`config.mk`:
```
export PLATFORM = sky130hd
export DESIGN_NAME = lbp_cell
export DESIGN_NICKNAME = d
export VERILOG_FILES = /design/src/rtl/core/lbp_pkg.sv /design/src/rtl/core/lbp_cell.sv
export SDC_FILE = /design/constraint.sdc
export NUM_CORES = 1
export LEC_CHECK = 0
export ABC_AREA = 1
export BUFFER_PORTS_ARGS = -buffer_cell sky130_fd_sc_hd__buf_2
export CAP_MARGIN = 20
export CORE_MARGIN = 1
export CORE_UTILIZATION = 55
export CTS_BUF_LIST = sky130_fd_sc_hd__clkbuf_8
export CTS_CLUSTER_DIAMETER = 60
export DETAILED_ROUTE_END_ITERATION = 8
export PLACE_DENSITY_LB_ADDON = 0.1
export SETUP_SLACK_MARGIN = 0.05
export SLEW_MARGIN = 20
export SYNTH_ARGS = -nofsm -noshare
export SYNTH_HDL_FRONTEND = slang
export SYNTH_SLANG_ARGS = --single-unit
```
`constraint.sdc`:
```
create_clock -name clk -period 3.1 [get_ports clk]
set_clock_uncertainty 0.15 [all_clocks]
set_input_delay 0.155 -clock clk [delete_from_list [all_inputs] [get_ports clk]]
set_output_delay 0.155 -clock clk [all_outputs]
set_load 0.1 [all_outputs]
```
`src/rtl/core/lbp_pkg.sv`:
```
package lbp_pkg;

  // Field widths
  localparam int POS_W    = 11;
  localparam int ANCHOR_W = 10;
  localparam int LBL_W_W  = 9;
  localparam int LBL_H_W  = 6;
  localparam int OFF_W    = 7;
  localparam int CMP_W    = 13;
  localparam int FIX_W    = 4;

  // Search constants
  localparam int NUM_FIXED     = 10;
  localparam int STACK_START   = 6;
  localparam int STACK_LIMIT   = 60;
  localparam int STACK_GAP     = 2;
  localparam int FALLBACK_DY   = 4;
  localparam int MAX_BOXES_DEF = 64;

  // Operation codes (in_tuser)
  localparam logic OP_CLEAR = 1'b0;
  localparam logic OP_PLACE = 1'b1;

  // Offset direction of one fixed candidate, per axis
  typedef enum logic [1:0] {
    DIR_ZERO  = 2'd0,
    DIR_PLUS  = 2'd1,
    DIR_MINUS = 2'd2
  } dir_t;

  // A stored label box
  typedef struct packed {
    logic [POS_W-1:0]   x;
    logic [POS_W-1:0]   y;
    logic [LBL_W_W-1:0] w;
    logic [LBL_H_W-1:0] h;
  } box_t;

  // Candidate beat handed from cell to cell
  typedef struct packed {
    logic             vld;
    logic             last;
    logic             clash;
    logic [POS_W-1:0] x;
    logic [POS_W-1:0] y;
  } cand_t;

  // Horizontal direction of fixed candidate k
  function automatic dir_t fixed_dx(input logic [FIX_W-1:0] k);
    dir_t d;
    case (k)
      4'd4, 4'd5, 4'd6: d = DIR_PLUS;
      4'd7, 4'd8, 4'd9: d = DIR_MINUS;
      default:          d = DIR_ZERO;
    endcase
    return d;
  endfunction

  // Vertical direction of fixed candidate k (the down-shift is tried twice)
  function automatic dir_t fixed_dy(input logic [FIX_W-1:0] k);
    dir_t d;
    case (k)
      4'd1, 4'd5, 4'd8:       d = DIR_MINUS;
      4'd2, 4'd3, 4'd6, 4'd9: d = DIR_PLUS;
      default:                d = DIR_ZERO;
    endcase
    return d;
  endfunction

  // Sign extension of a position to the compare width
  function automatic logic signed [CMP_W-1:0] sext_pos(input logic [POS_W-1:0] v);
    return signed'({{(CMP_W-POS_W){v[POS_W-1]}}, v});
  endfunction

endpackage

```
`src/rtl/core/lbp_cell.sv`:
```
module lbp_cell (
  input  logic                          clk,
  input  logic                          rst_n,
  input  logic                          en_i,
  input  logic                          wr_i,
  input  lbp_pkg::box_t                 wr_box_i,
  input  logic [lbp_pkg::LBL_W_W-1:0]   cand_w_i,
  input  logic [lbp_pkg::LBL_H_W-1:0]   cand_h_i,
  input  lbp_pkg::cand_t                beat_i,
  output lbp_pkg::cand_t                beat_o
);

  lbp_pkg::box_t  box_r;
  lbp_pkg::cand_t beat_r;

  logic signed [lbp_pkg::CMP_W-1:0] cx, cy, cw, ch;
  logic signed [lbp_pkg::CMP_W-1:0] bx, by, bw, bh;
  logic                             hit;

  // Open-interval overlap of the passing candidate with the held box
  always_comb begin
    cx  = lbp_pkg::sext_pos(beat_i.x);
    cy  = lbp_pkg::sext_pos(beat_i.y);
    cw  = signed'(lbp_pkg::CMP_W'(cand_w_i));
    ch  = signed'(lbp_pkg::CMP_W'(cand_h_i));
    bx  = lbp_pkg::sext_pos(box_r.x);
    by  = lbp_pkg::sext_pos(box_r.y);
    bw  = signed'(lbp_pkg::CMP_W'(box_r.w));
    bh  = signed'(lbp_pkg::CMP_W'(box_r.h));
    hit = en_i && !((cx + cw <= bx) || (bx + bw <= cx) ||
                    (cy + ch <= by) || (by + bh <= cy));
  end

  // Box storage, loaded when this cell's slot is written
  always_ff @(posedge clk) begin
    if (wr_i) begin
      box_r <= wr_box_i;
    end
  end

  // Pass the candidate on to the next cell
  always_ff @(posedge clk) begin
    if (!rst_n) begin
      beat_r.vld <= 1'b0;
    end else begin
      beat_r.vld <= beat_i.vld;
    end
    beat_r.last  <= beat_i.last;
    beat_r.clash <= beat_i.clash | hit;
    beat_r.x     <= beat_i.x;
    beat_r.y     <= beat_i.y;
  end

  assign beat_o = beat_r;

endmodule

```
* After elaboration in Yosys (flattened, before gate mapping)
Cells that the tools add are included.
** Storage, ports and cells
- Register bits :: 62
- Input port bits :: 81
- Output and inout bits :: 25
- Word-level logic and storage cells :: 23
** Cells by class
- Add/sub/neg operators :: 4
- Magnitude comparators :: 4
- Bitwise gates (word level) :: 1
- Reduce and logical (&&, ||, !) cells :: 5
** Operator list (number)
- <= comparator 12 x 11 -> 1 bit :: 4
- adder 11 x 10 -> 12 bit :: 2
- adder 11 x 7 -> 12 bit :: 2
- logical OR 1 bit :: 3
- logical AND 1 bit :: 1
- zero test 1 bit :: 1
- OR 1 bit :: 1

* Depth between registers and ports, before layout
Gate-level depths: netlist of the first run.
- Word-level depth :: 8
- Mapped depth :: 21
- Gate-level depth less buffers :: 21

* Worst setup path after synthesis of the first run
No wires, ideal clock.
- Path kind :: register to register
- From :: register box_r[15] (netlist bit)
- To :: register beat_r (netlist bit beat_o[22])
- Setup time :: 0.112 ns
- Arrival time :: 2.403 ns
- Required time :: 2.838 ns
- Slack :: 0.435 ns
- Stages on the path, launching flop included :: 19
- Buffers on the path :: 0
- Period minus slack after synthesis :: 2.665 ns
- Path through :: edfxtp_1 ha_1 inv_1 fa_1 nor3_1 nor2_1 nor4_2 xor2_1 ha_1 nand2_1 nor2_1 and2_1 nand2_1 nand3_1 nand2_1 nand3_1 nor2_1 nand2_1 nand2_1
** On the way
- Word-level cells in the longest chain between the ends :: 6
- Elaborated cells between the ends (all ways) :: 8
- Those cells by class :: 1 x add/sub; 2 x order compare; 1 x bitwise; 4 x reduce/logical
** Ends and longest elaborated chain
- from (decl) :: RTL line lbp_cell.sv:13 : lbp_pkg::box_t box_r;
- from (signal assigned) :: RTL line lbp_cell.sv:37 : box_r <= wr_box_i;
- adder 11 x 7 -> 12 bit / <= comparator 12 x 11 -> 1 bit (equally long branches) :: RTL line lbp_cell.sv:31 : (cy + ch <= by) || (by + bh <= cy));
- <= comparator 12 x 11 -> 1 bit / logical OR 1 bit (equally long branches) :: RTL line lbp_cell.sv:31, lbp_cell.sv:30
- logical OR 1 bit * :: RTL line lbp_cell.sv:31
- zero test 1 bit * :: RTL line lbp_cell.sv:30 : hit = en_i && !((cx + cw <= bx) || (bx + bw <= cx) ||
- logical AND 1 bit * :: RTL line lbp_cell.sv:30
- OR 1 bit * :: RTL line lbp_cell.sv:49 : beat_r.clash <= beat_i.clash | hit;
- to (decl) :: RTL line lbp_cell.sv:14 : lbp_pkg::cand_t beat_r;
Every way passes the cells marked *; elsewhere a longest branch is shown, timed or not.
A chain may end at the register's enable or synchronous reset.

* Worst setup path after layout of the first run
- From :: input beat_i[5] (netlist bit)
- To :: register beat_r (netlist bit beat_o[22])
** On the way
- Word-level cells in the longest chain between the ends :: 7
- Elaborated cells between the ends (all ways) :: 8
- Those cells by class :: 1 x add/sub; 2 x order compare; 1 x bitwise; 4 x reduce/logical
** Ends and longest elaborated chain
- from (decl) :: RTL line lbp_cell.sv:9 : input lbp_pkg::cand_t beat_i,
- adder 11 x 7 -> 12 bit :: RTL line lbp_cell.sv:31
- <= comparator 12 x 11 -> 1 bit :: RTL line lbp_cell.sv:31
- logical OR 1 bit :: RTL line lbp_cell.sv:30
- logical OR 1 bit * :: RTL line lbp_cell.sv:31
- zero test 1 bit * :: RTL line lbp_cell.sv:30
- logical AND 1 bit * :: RTL line lbp_cell.sv:30
- OR 1 bit * :: RTL line lbp_cell.sv:49
Marked as above.

==> results of run 1 <==
[power by group through the flow]
| stage | sequential [mW] | combinational, mW | clock, mW |
|---|---|---|---|
| final | 0.967 | 1.17 | 0.681 |
| after global placement | 0.977 | 0.963 | 0 |
| after detailed placement | 0.979 | 0.994 | 0 |
| after floorplan | 1.10 | 0.626 | 0 |
| after CTS | 0.961 | 1.06 | 0.694 |
| after global routing | 0.973 | 1.31 | 0.739 |
[sequential cells by signal (all words and copies together) (netlist names)]
register / flops
beat_o: 25
box_r: 31
bh: 6
[final timing paths]
kind	start	endpoint	slack [ps]	depth (start not counted)
setup reg to reg	bh[0]	beat_o[22]	190	18
hold / removal	en_i	beat_o[22]	150	7
setup / recovery	beat_i[5]	beat_o[22]	180	21
hold reg to reg	box_r[25]	beat_o[22]	940	6
[layout make-up]
| type | count | area, um2 |
|---|---|---|
| clock inverters | 7 | 58.8 |
| clock buffers | 9 | 124 |
| flip-flops and latches | 62 | 1610 |
| fillers | 530 | 1500 |
| multi-input cells | 371 | 2790 |
| well taps | 102 | 128 |
| repair buffers | 178 | 1230 |
| inverters | 119 | 447 |
[timing repair]
action / CTS / global route
setup buffers: 0 / 10
endpoints found under the hold margin: 62 / 0
hold buffers: 63 / 0
endpoints found under the setup margin: 0 / 1
resized for setup: 0 / 51
[worst max-delay path, stage by stage]
cell and delay, ps:
dlygate4sd3_1 530, buf_2 130, ha_1 340, a21oi_1 220, o21ai_1 110, nor2_2 220
nor2_4 60, nand2_2 70, nor2_2 40, xor2_1 140, ha_1 270, nand2_1 70
nor2_2 140, nand2_1 80, inv_1 50, nand2_1 60, nand4_1 80, nand3_2 70
nor2_1 80, nand2_1 60, nand2_1 60
[routing by layer]
layer	vias up	routed length [um]	GRT usage, %	part of all wire (%)
met5	-	0	0	0
met3	24	662	5.04	5.8
met1	1888	4950	32.1	44
li1	2171	-	-	-
met4	0	197	5.26	1.7
met2	149	5530	44.7	49
[cells in the final DEF (no fill, tap or decap), types with 2 or more instances in the layout]
| cell type | Yosys | final |
|---|---|---|
| a21o_1 | 3 | 3 |
| a21oi_1 | 40 | 32 |
| a21oi_2 | 1 | 9 |
| a31oi_1 | 3 | 3 |
| buf_2 | 0 | 105 |
| buf_4 | 0 | 10 |
| clkbuf_8 | 0 | 9 |
| clkinv_2 | 0 | 2 |
| dfxtp_1 | 25 | 25 |
| dlygate4sd3_1 | 0 | 63 |
| edfxtp_1 | 37 | 37 |
| fa_2 | 0 | 4 |
| ha_1 | 78 | 64 |
| ha_2 | 0 | 4 |
| ha_4 | 0 | 10 |
| inv_1 | 116 | 118 |
| inv_2 | 3 | 4 |
| nand2_1 | 116 | 113 |
| nand2_2 | 2 | 4 |
| nand3_1 | 19 | 16 |
| nand3_2 | 0 | 3 |
| nand4_1 | 6 | 6 |
| nor2_1 | 33 | 23 |
| nor2_2 | 2 | 11 |
| nor2_4 | 1 | 2 |
| nor3_2 | 3 | 5 |
| o2111ai_1 | 2 | 2 |
| o211ai_2 | 2 | 2 |
| o21ai_0 | 3 | 3 |
| o21ai_1 | 9 | 8 |
| o31ai_1 | 2 | 2 |
| xnor2_1 | 11 | 11 |
| xor2_1 | 24 | 24 |
[cell families (layout without fill, tap and decap cells)]
group | after synthesis | after routing | share of synthesized area (%)
AND/OR/NAND/NOR | 187 | 187 | 17.3
buffers and inverters | 119 | 313 | 9.72
adder cells (fa/ha/maj) | 82 | 82 | 23.0
AO/OA/AOI/OAI | 67 | 67 | 8.30
flip-flops | 62 | 62 | 35.1
XOR/XNOR | 35 | 35 | 6.67
[metrics by stage]
step / worst slack (ps) / power [mW] / cells / cell area [um2] / utilization [%]
after floorplan: 435 / 1.73 / 552 / 4600 / -
after global placement: 249 / 1.94 / 759 / 5250 / 66.5
after detailed placement: 148 / 1.97 / 759 / 5250 / 66.5
after CTS: 92.2 / 2.72 / 838 / 6060 / 76.9
after global routing: -34.7 / 3.02 / 848 / 6390 / 81.0
final: 183 / 2.82 / 848 / 6390 / 81.0
==> results.toml, run 1 <==
[synthesis]
yosys.area.top_type = "edfxtp_1"
yosys_warnings = 0
synth.yosys.seq_area_share_pct = 35.1
ys.flop_type = "edfxtp_1"
synth_top_area_share_pct = 24.2
synth_area_leaders = "edfxtp_1 24%, ha_1 21%, dfxtp_1 11%"
syn_avg_cell_area_um2 = 8.33
syn_area_um2 = 4600
syn_nets = 715
yosys_register_bits = 62
synth_edf_count = 37
postSynthCellCount = 552
synth_commonest_cells = "116 x inv_1, 116 x nand2_1, 78 x ha_1, 40 x a21oi_1, 37 x edfxtp_1"
synth.distinct_cells = 30
async_reset_ff_share_pct = 0

[routing]
wl_mm = 11.3
drc = 0
ant_nets = 0
drtIter0Drc = 124
wire_per_inst_um = 13.4
drt_first_pass_iters = 5
vias_per_cell = 4.99
vias = 4232

[global_routing]
grt_max_degree = 38
grt_usage_pct = 25.4
grt-ovfl-total = 0
grt_pass1_vias = 4016
antenna_found_initial = 0
grt_first_pass_wirelength_mm = 17.1

[cts]
numClockSinks = 62
cts_root_buf = "clkbuf_8"
cts_buffers = 9
cts-htree-levels = 3
cts_tree = "done"
clk_pin_slew_ps = 70
cts_max_path_buffers = 2
worst_skew_pair.late_latency_ps = 340

[floorplanning]
start_util_pct = 58.3
dieHeight_um = 93.4
die_w_um = 93.4
io_pins = 106
core_um2 = 7890
dieArea_um2 = 8730
rows = 32

[pwr]
seqPwrFrac_pct = 34.3
ir_worst_vdd_uv = 286
p_int_mw = 1.77
power.density_nw_per_um2 = 441
clkPwrFrac_pct = 24.2
p_leak_nw = 3.30
power.switching_mw = 1.05
p_comb_share_pct = 41.6
sw_frac_of_total_pct = 37.4

[sta]
maxSlewViolCount = 0
hold_violations = 0
timing.hold.ws_ps = 151
period_minus_slack_ps = 2920
fin_crit_sh_pct = 94.1
grt_setup_unrepaired = "true"
relSlewSlack_pct = 44.8
max_slew.worst_pin.slew_ps = 828
fin_tns_setup_ps = 0
setup_viol = 0
fmax_ghz = 0.343

[min_path]
min_path_type = "in2reg"

[placement]
place.gp.congestion = 0.965
port_buffers = 105
dpl.hpwl_mm = 7.55

[worst_setup_path]
critPathMaxFanout = 4
worstPathRequired_ps = 3240
worstPathArrival_ps = 3050
path_class = "in2reg"
critPathLaunchType = "input port"
crit_path_end_kind = "register"

[finish]
num_antenna_cells = 0
syn_to_final_growth_pct = 39.0
nNetsFinal = 904
drive_gt1_share_pct = 25.5

[outcome]
status = "completed"

[job]
drv_cap = 0
No activity file was read; power rests on OpenSTA's default activity.
==> run 2: changes to the inputs <==
--- a/config.mk
+++ b/config.mk
@@ -8,6 +8,7 @@
 export ABC_AREA = 1
 export BUFFER_PORTS_ARGS = -buffer_cell sky130_fd_sc_hd__buf_2
 export CAP_MARGIN = 20
+export CORE_ASPECT_RATIO = 0.8
 export CORE_MARGIN = 1
 export CORE_UTILIZATION = 55
 export CTS_BUF_LIST = sky130_fd_sc_hd__clkbuf_8
==> run 2 against run 1 <==
Net effect: clock power rose by 20%; clock-buffer cell count did not move; total power rose by 6.8%; worst setup slack improved by 44 ps; final area rose by 2.0%; die area barely moved; register-to-register slack improved by 40 ps; non-clock buffer count fell by 4; cell count rose by 0.24%; first-iteration DRC count rose by 35%; critical endpoint unchanged; largest cell class unchanged.
==> results.toml, run 2 (synthesis results as in run 1) <==
[placement]
dp.cells = 765
dpl.hpwl_mm = 8.22
place.gp.congestion = 0.922
port_buffers = 105
post_dp_cell_area_um2 = 5260
dp_slack_ps = 181

[sta]
setup_ws_ps = 227
fin_crit_sh_pct = 92.7
period_minus_slack_ps = 2870
setup_viol = 0
maxSlewViolCount = 0
max_slew.worst_pin.slew_ps = 869
fmax_ghz = 0.348
relSlewSlack_pct = 42.0
hold_violations = 0
fin_tns_setup_ps = 0

[global_routing]
grt_first_pass_wirelength_mm = 19.0
grt_max_degree = 38
antenna_found_initial = 0
grt_usage_pct = 27.9
grt-ovfl-total = 0
grt_pass1_vias = 4195

[worst_setup_path]
slowest_stage = "fa_2"
critPathLaunchType = "register"
crit_path_end_kind = "register"
worstPathArrival_ps = 3030
path_class = "reg2reg"
worstPathRequired_ps = 3260
crit_buf_inv = 1
cp_slowest_stage_delay_ps = 390
path_delay_family = "simple AND/OR/NAND/NOR gates"
crit_top_cell = "nand2_1"
crit_path_cell_trace = "ha_2 > inv_2 > fa_2 > nor3_2 > nor2_2 > nor4_2 > xor2_1 > ha_1 > nand2_2 > nor2_4 > and2_4 > nand2_2 > nand3_1 > nand2_1 > nand3_1 > nor2_1 > nand2_1 > nand2_1"
reg2regPathDepth = 18
critPathMaxFanout = 3
cp.depth = 18

[finish]
largest_reg_flops = 31
multi_input_area_um2 = 2900
num_antenna_cells = 0
final_cells = 850
regMostFlops = "box_r"
fin_area_um2 = 6520
seqCellArea_um2 = 1610
nFillCells = 520
nNetsFinal = 900
final_cell_mix = "113 x inv_1, 113 x nand2_1, 104 x buf_2, 63 x dlygate4sd3_1, 60 x ha_1"
syn_to_final_growth_pct = 41.8
drive_gt1_share_pct = 26.8

[pwr]
p_leak_nw = 3.28
ir_worst_vdd_uv = 474
power.density_nw_per_um2 = 462

[routing]
vias_per_cell = 5.00
drt_first_pass_iters = 5
wire_per_inst_um = 14.2
ant_nets = 0
drc = 0
wl_mm = 12.1
vias = 4253
drtIter0Drc = 167

[floorplanning]
die_w_um = 104
io_pins = 106
dieArea_um2 = 8730
core_um2 = 8020
rows = 29
dieHeight_um = 83.8
start_util_pct = 57.3

[min_path]
whs_path_depth = 7
min_path_type = "in2reg"

[cts]
cts_root_buf = "clkbuf_8"
clk_pin_slew_ps = 70
cts-htree-levels = 3
worst_skew_pair.late_latency_ps = 370
cts_tree = "done"
cts_max_path_buffers = 2
cts_buffers = 9
numClockSinks = 62

[job]
drv_cap = 0

[outcome]
status = "completed"
-- run 2: final cells by class --
class                           instances  area share (%)
Sequential cell                        62            24.7
Tap cell                              108            2.07
Clock buffer                            9            1.90
Multi-Input combinational cell        371            44.5
Inverter                              119            6.86
Clock inverter                          7            1.48
Timing Repair Buffer                  174            18.5
-- run 2: what timing repair did --
action / CTS / global route
hold buffers: 63 / 0
resized for setup: 0 / 68
endpoints found under the hold margin: 62 / 0
buffers inserted: 0 / 6
setup endpoints to repair: 0 / 1
-- run 2: path summary, 6_finish.rpt --
kind              startpoint         end  slack [ps]
setup / recovery   box_r[15]  beat_o[22]         230
hold / removal          en_i  beat_o[22]          90
setup reg to reg   box_r[15]  beat_o[22]         230
hold reg to reg    box_r[25]  beat_o[22]         920
-- run 2: metal layers --
metal | part of all wire [%] | vias up | routed length (um) | GRT usage, %
met4 | 1.2 | 0 | 144 | 8.70
met1 | 46 | 1938 | 5520 | 36.3
met2 | 47 | 149 | 5650 | 46.5
li1 | - | 2154 | - | -
met5 | 0 | - | 0 | 0
met3 | 6.2 | 12 | 748 | 6.01
-- run 2: worst min-delay path, delay by kind of cell --
family | cells | cell delay, ps
AND/OR/NAND/NOR | 5 | 250
buffers and inverters | 1 | 100
AO/OA/AOI/OAI | 1 | 60
-- run 2: per-stage QoR --
step           utilization (%)  hold WS [ps]  power (mW)
3_3_place_gp              65.5           109        1.95
5_1_grt                   81.2           155        3.21
2_1_floorplan                -          32.7        1.73
4_1_cts                   76.2          83.7        2.87
6_report                  81.2          89.4        3.01
3_5_place_dp              65.5           110        1.99
-- run 2: where the power goes --
group	total, mW	switching [mW]	leakage, nW	internal, mW
combinational	1.22	0.726	2.61	0.490
clock	0.818	0.363	0.104	0.455
sequential	0.976	0.0401	0.573	0.936
==> run 3: changes to the inputs <==
--- a/config.mk
+++ b/config.mk
@@ -5,7 +5,6 @@
 export SDC_FILE = /design/constraint.sdc
 export NUM_CORES = 1
 export LEC_CHECK = 0
-export ABC_AREA = 1
 export BUFFER_PORTS_ARGS = -buffer_cell sky130_fd_sc_hd__buf_2
 export CAP_MARGIN = 20
 export CORE_ASPECT_RATIO = 0.8
==> run 3 against run 2 <==
Net effect: the flow now finishes with violations (negative setup slack); synthesized area down 6.0%; sequential cell count is the same; first-iteration DRC count is 25% lower; register-to-register slack got worse by 360 ps; cell count is 12% lower; combinational power is 9.8% lower.
==> results.toml, run 3 <==
[worst_setup_path]
worst-r2r-setup-slack_ps = -130
reg2regPathDepth = 15
endpoint = "beat_o[22]"
worstReg2RegEnd = "beat_o[22]"
path_class = "reg2reg"
reg2reg_from = "box_r[26]"
worstPathArrival_ps = 3370
worstPathRequired_ps = 3240
crit_path_end_kind = "register"
critPathMaxFanout = 3
critPathLaunchType = "register"
cp-startpoint = "box_r[26]"

[synthesis]
synth.yosys.seq_area_share_pct = 37.3
syn_avg_cell_area_um2 = 10.0
postSynthCellCount = 431
ys.flop_type = "edfxtp_1"
async_reset_ff_share_pct = 0
yosys_register_bits = 62
synth.distinct_cells = 45
synth_edf_count = 37
yosys_warnings = 0
yosys.area.top_type = "edfxtp_1"
syn_nets = 594
synth_area_leaders = "edfxtp_1 26%, ha_1 23%, dfxtp_1 12%"
synth_top_area_share_pct = 25.7
synth_commonest_cells = "78 x ha_1, 67 x inv_1, 37 x edfxtp_1, 33 x nor2_1, 30 x xnor2_1"
syn_area_um2 = 4320
yosysMostFrequentCell = "ha_1"

[routing]
drtIter0Drc = 126
vias = 3860
drt_first_pass_iters = 4
ant_nets = 0
wl_mm = 11.4
wire_per_inst_um = 15.3
vias_per_cell = 5.15
drc = 0

[pwr]
finalPower_mw = 2.79
p_leak_nw = 2.95
ir_worst_vdd_uv = 414
power.density_nw_per_um2 = 460

[finish]
nNetsFinal = 802
regMostFlops = "box_r"
final_common_cell = "buf_2"
syn_to_final_growth_pct = 40.4
num_antenna_cells = 0
largest_reg_flops = 31
drive_gt1_share_pct = 27.5
final_cell_mix = "105 x buf_2, 76 x ha_1, 67 x inv_1, 63 x dlygate4sd3_1, 37 x edfxtp_1"

[sta]
fin_crit_sh_pct = 104
relSlewSlack_pct = 39.4
setup_ws_ps = -134
max_slew.worst_pin.slew_ps = 909
hold_violations = 0
maxSlewViolCount = 0
setup_viol = 1
grt_setup_unrepaired = "true"
period_minus_slack_ps = 3230
fmax_ghz = 0.309

[global_routing]
antenna_found_initial = 0
grt_usage_pct = 29.7
grt_pass1_vias = 3981
grt_max_degree = 38
grt_first_pass_wirelength_mm = 18.3
grt-ovfl-total = 0

[cts]
cts_root_buf = "clkbuf_8"
cts_max_path_buffers = 2
cts_setup_buffers = 0
cts_tree = "done"
clk_pin_slew_ps = 80
worst_skew_pair.late_latency_ps = 370
numClockSinks = 62
cts-htree-levels = 3
cts_buffers = 9

[floorplanning]
start_util_pct = 57.6
core_um2 = 7500
dieHeight_um = 81.3
io_pins = 106
dieArea_um2 = 8220
rows = 28
die_w_um = 101

[placement]
dp_slack_ps = -246
port_buffers = 105
dpl.hpwl_mm = 7.98
place.gp.congestion = 0.871

[min_path]
min_path_type = "in2reg"

[outcome]
status = "finished with violations"
violations = "negative setup slack"

[job]
drv_cap = 0
-- run 3: cell count changes after synthesis, sizes merged, moves of 4 or more --
cell    before  now
xor2        24    2
nand2      118   23
inv        119   67
o211ai       2    6
xnor2       11   30
nand2b       0    5
o21a         0    5
nand3       19    3
a21boi       0    6
a21o         3   10
nand4        6   10
nor2b        0    7
a21oi       41   21
-- run 3: final cells by class --
cell class,count,area [um2]
tap,105,131
clock buffer,9,124
multi-input combinational,302,2500
inverter,67,251
sequential,62,1610
fill,504,1430
timing repair buffer,197,1370
clock inverter,7,73.8
-- run 3: metrics by stage --
step / hold WS (ps) / cells / cell area (um2) / util, % / TNS, ps
2_1_floorplan: 32.7 / 431 / 4330 / - / 0
3_3_place_gp: 108 / 670 / 5200 / 69.4 / -190
3_5_place_dp: 109 / 670 / 5200 / 69.4 / -246
4_1_cts: 84.8 / 749 / 6060 / 80.8 / -130
5_1_grt: 133 / 749 / 6070 / 81.0 / -385
6_report: 90.1 / 749 / 6070 / 81.0 / -134
-- run 3: worst min path at each step --
| stage | slack (ps) | start | endpoint | cells after the start |
|---|---|---|---|---|
| after floorplan | 30 | beat_i[0] | beat_o[0] | 0 |
| after global placement | 110 | beat_i[23] | beat_o[23] | 1 |
| after detailed placement | 110 | beat_i[23] | beat_o[23] | 1 |
| after CTS | 80 | en_i | beat_o[22] | 5 |
| after global routing | 130 | en_i | beat_o[22] | 5 |
| final | 90 | en_i | beat_o[22] | 5 |
-- run 3: logic make-up (layout without fill, tap and decap cells) --
family	Yosys count	in the layout	synth area share, %
simple gates	100	100	11.2
mux	2	2	0.463
compound gates	86	86	14.3
flops	62	62	37.3
fa+ha+maj	82	82	24.4
xor+xnor	32	32	6.49
buf+inv	67	280	5.82
-- run 3: worst max-delay path, stage by stage, from the launching register on --
cell and delay [ps]:
edfxtp_1 370, ha_2 200, inv_1 50, fa_2 350
nor2b_1 220, o21ai_2 90, a21boi_2 150, o21a_1 190
o41ai_2 100, xnor2_1 160, ha_1 300, nand4_1 150
a211o_1 310, o2111ai_1 80, o21ai_1 100, o41ai_2 180
-- run 3: power by group --
group	total [mW]	internal (mW)	switching [mW]
Sequential	0.964	0.935	0.0286
Combinational	1.10	0.480	0.616
Clock	0.732	0.373	0.359
-- run 3: metal layers --
layer / vias to the layer above / routed length [um] / global-route usage [%]
li1: 1946 / - / -
met1: 1729 / 5120 / 37.0
met2: 145 / 5150 / 49.0
met3: 40 / 823 / 7.83
met4: 0 / 340 / 12.8
met5: - / 0 / 0
-- run 3: timing repair --
action                                 in CTS  in global routing
endpoints found under the hold margin      62                  0
pin swaps                                   4                  0
hold buffers                               63                  0
setup endpoints to repair                   1                  1
gates resized for setup                     9                  4
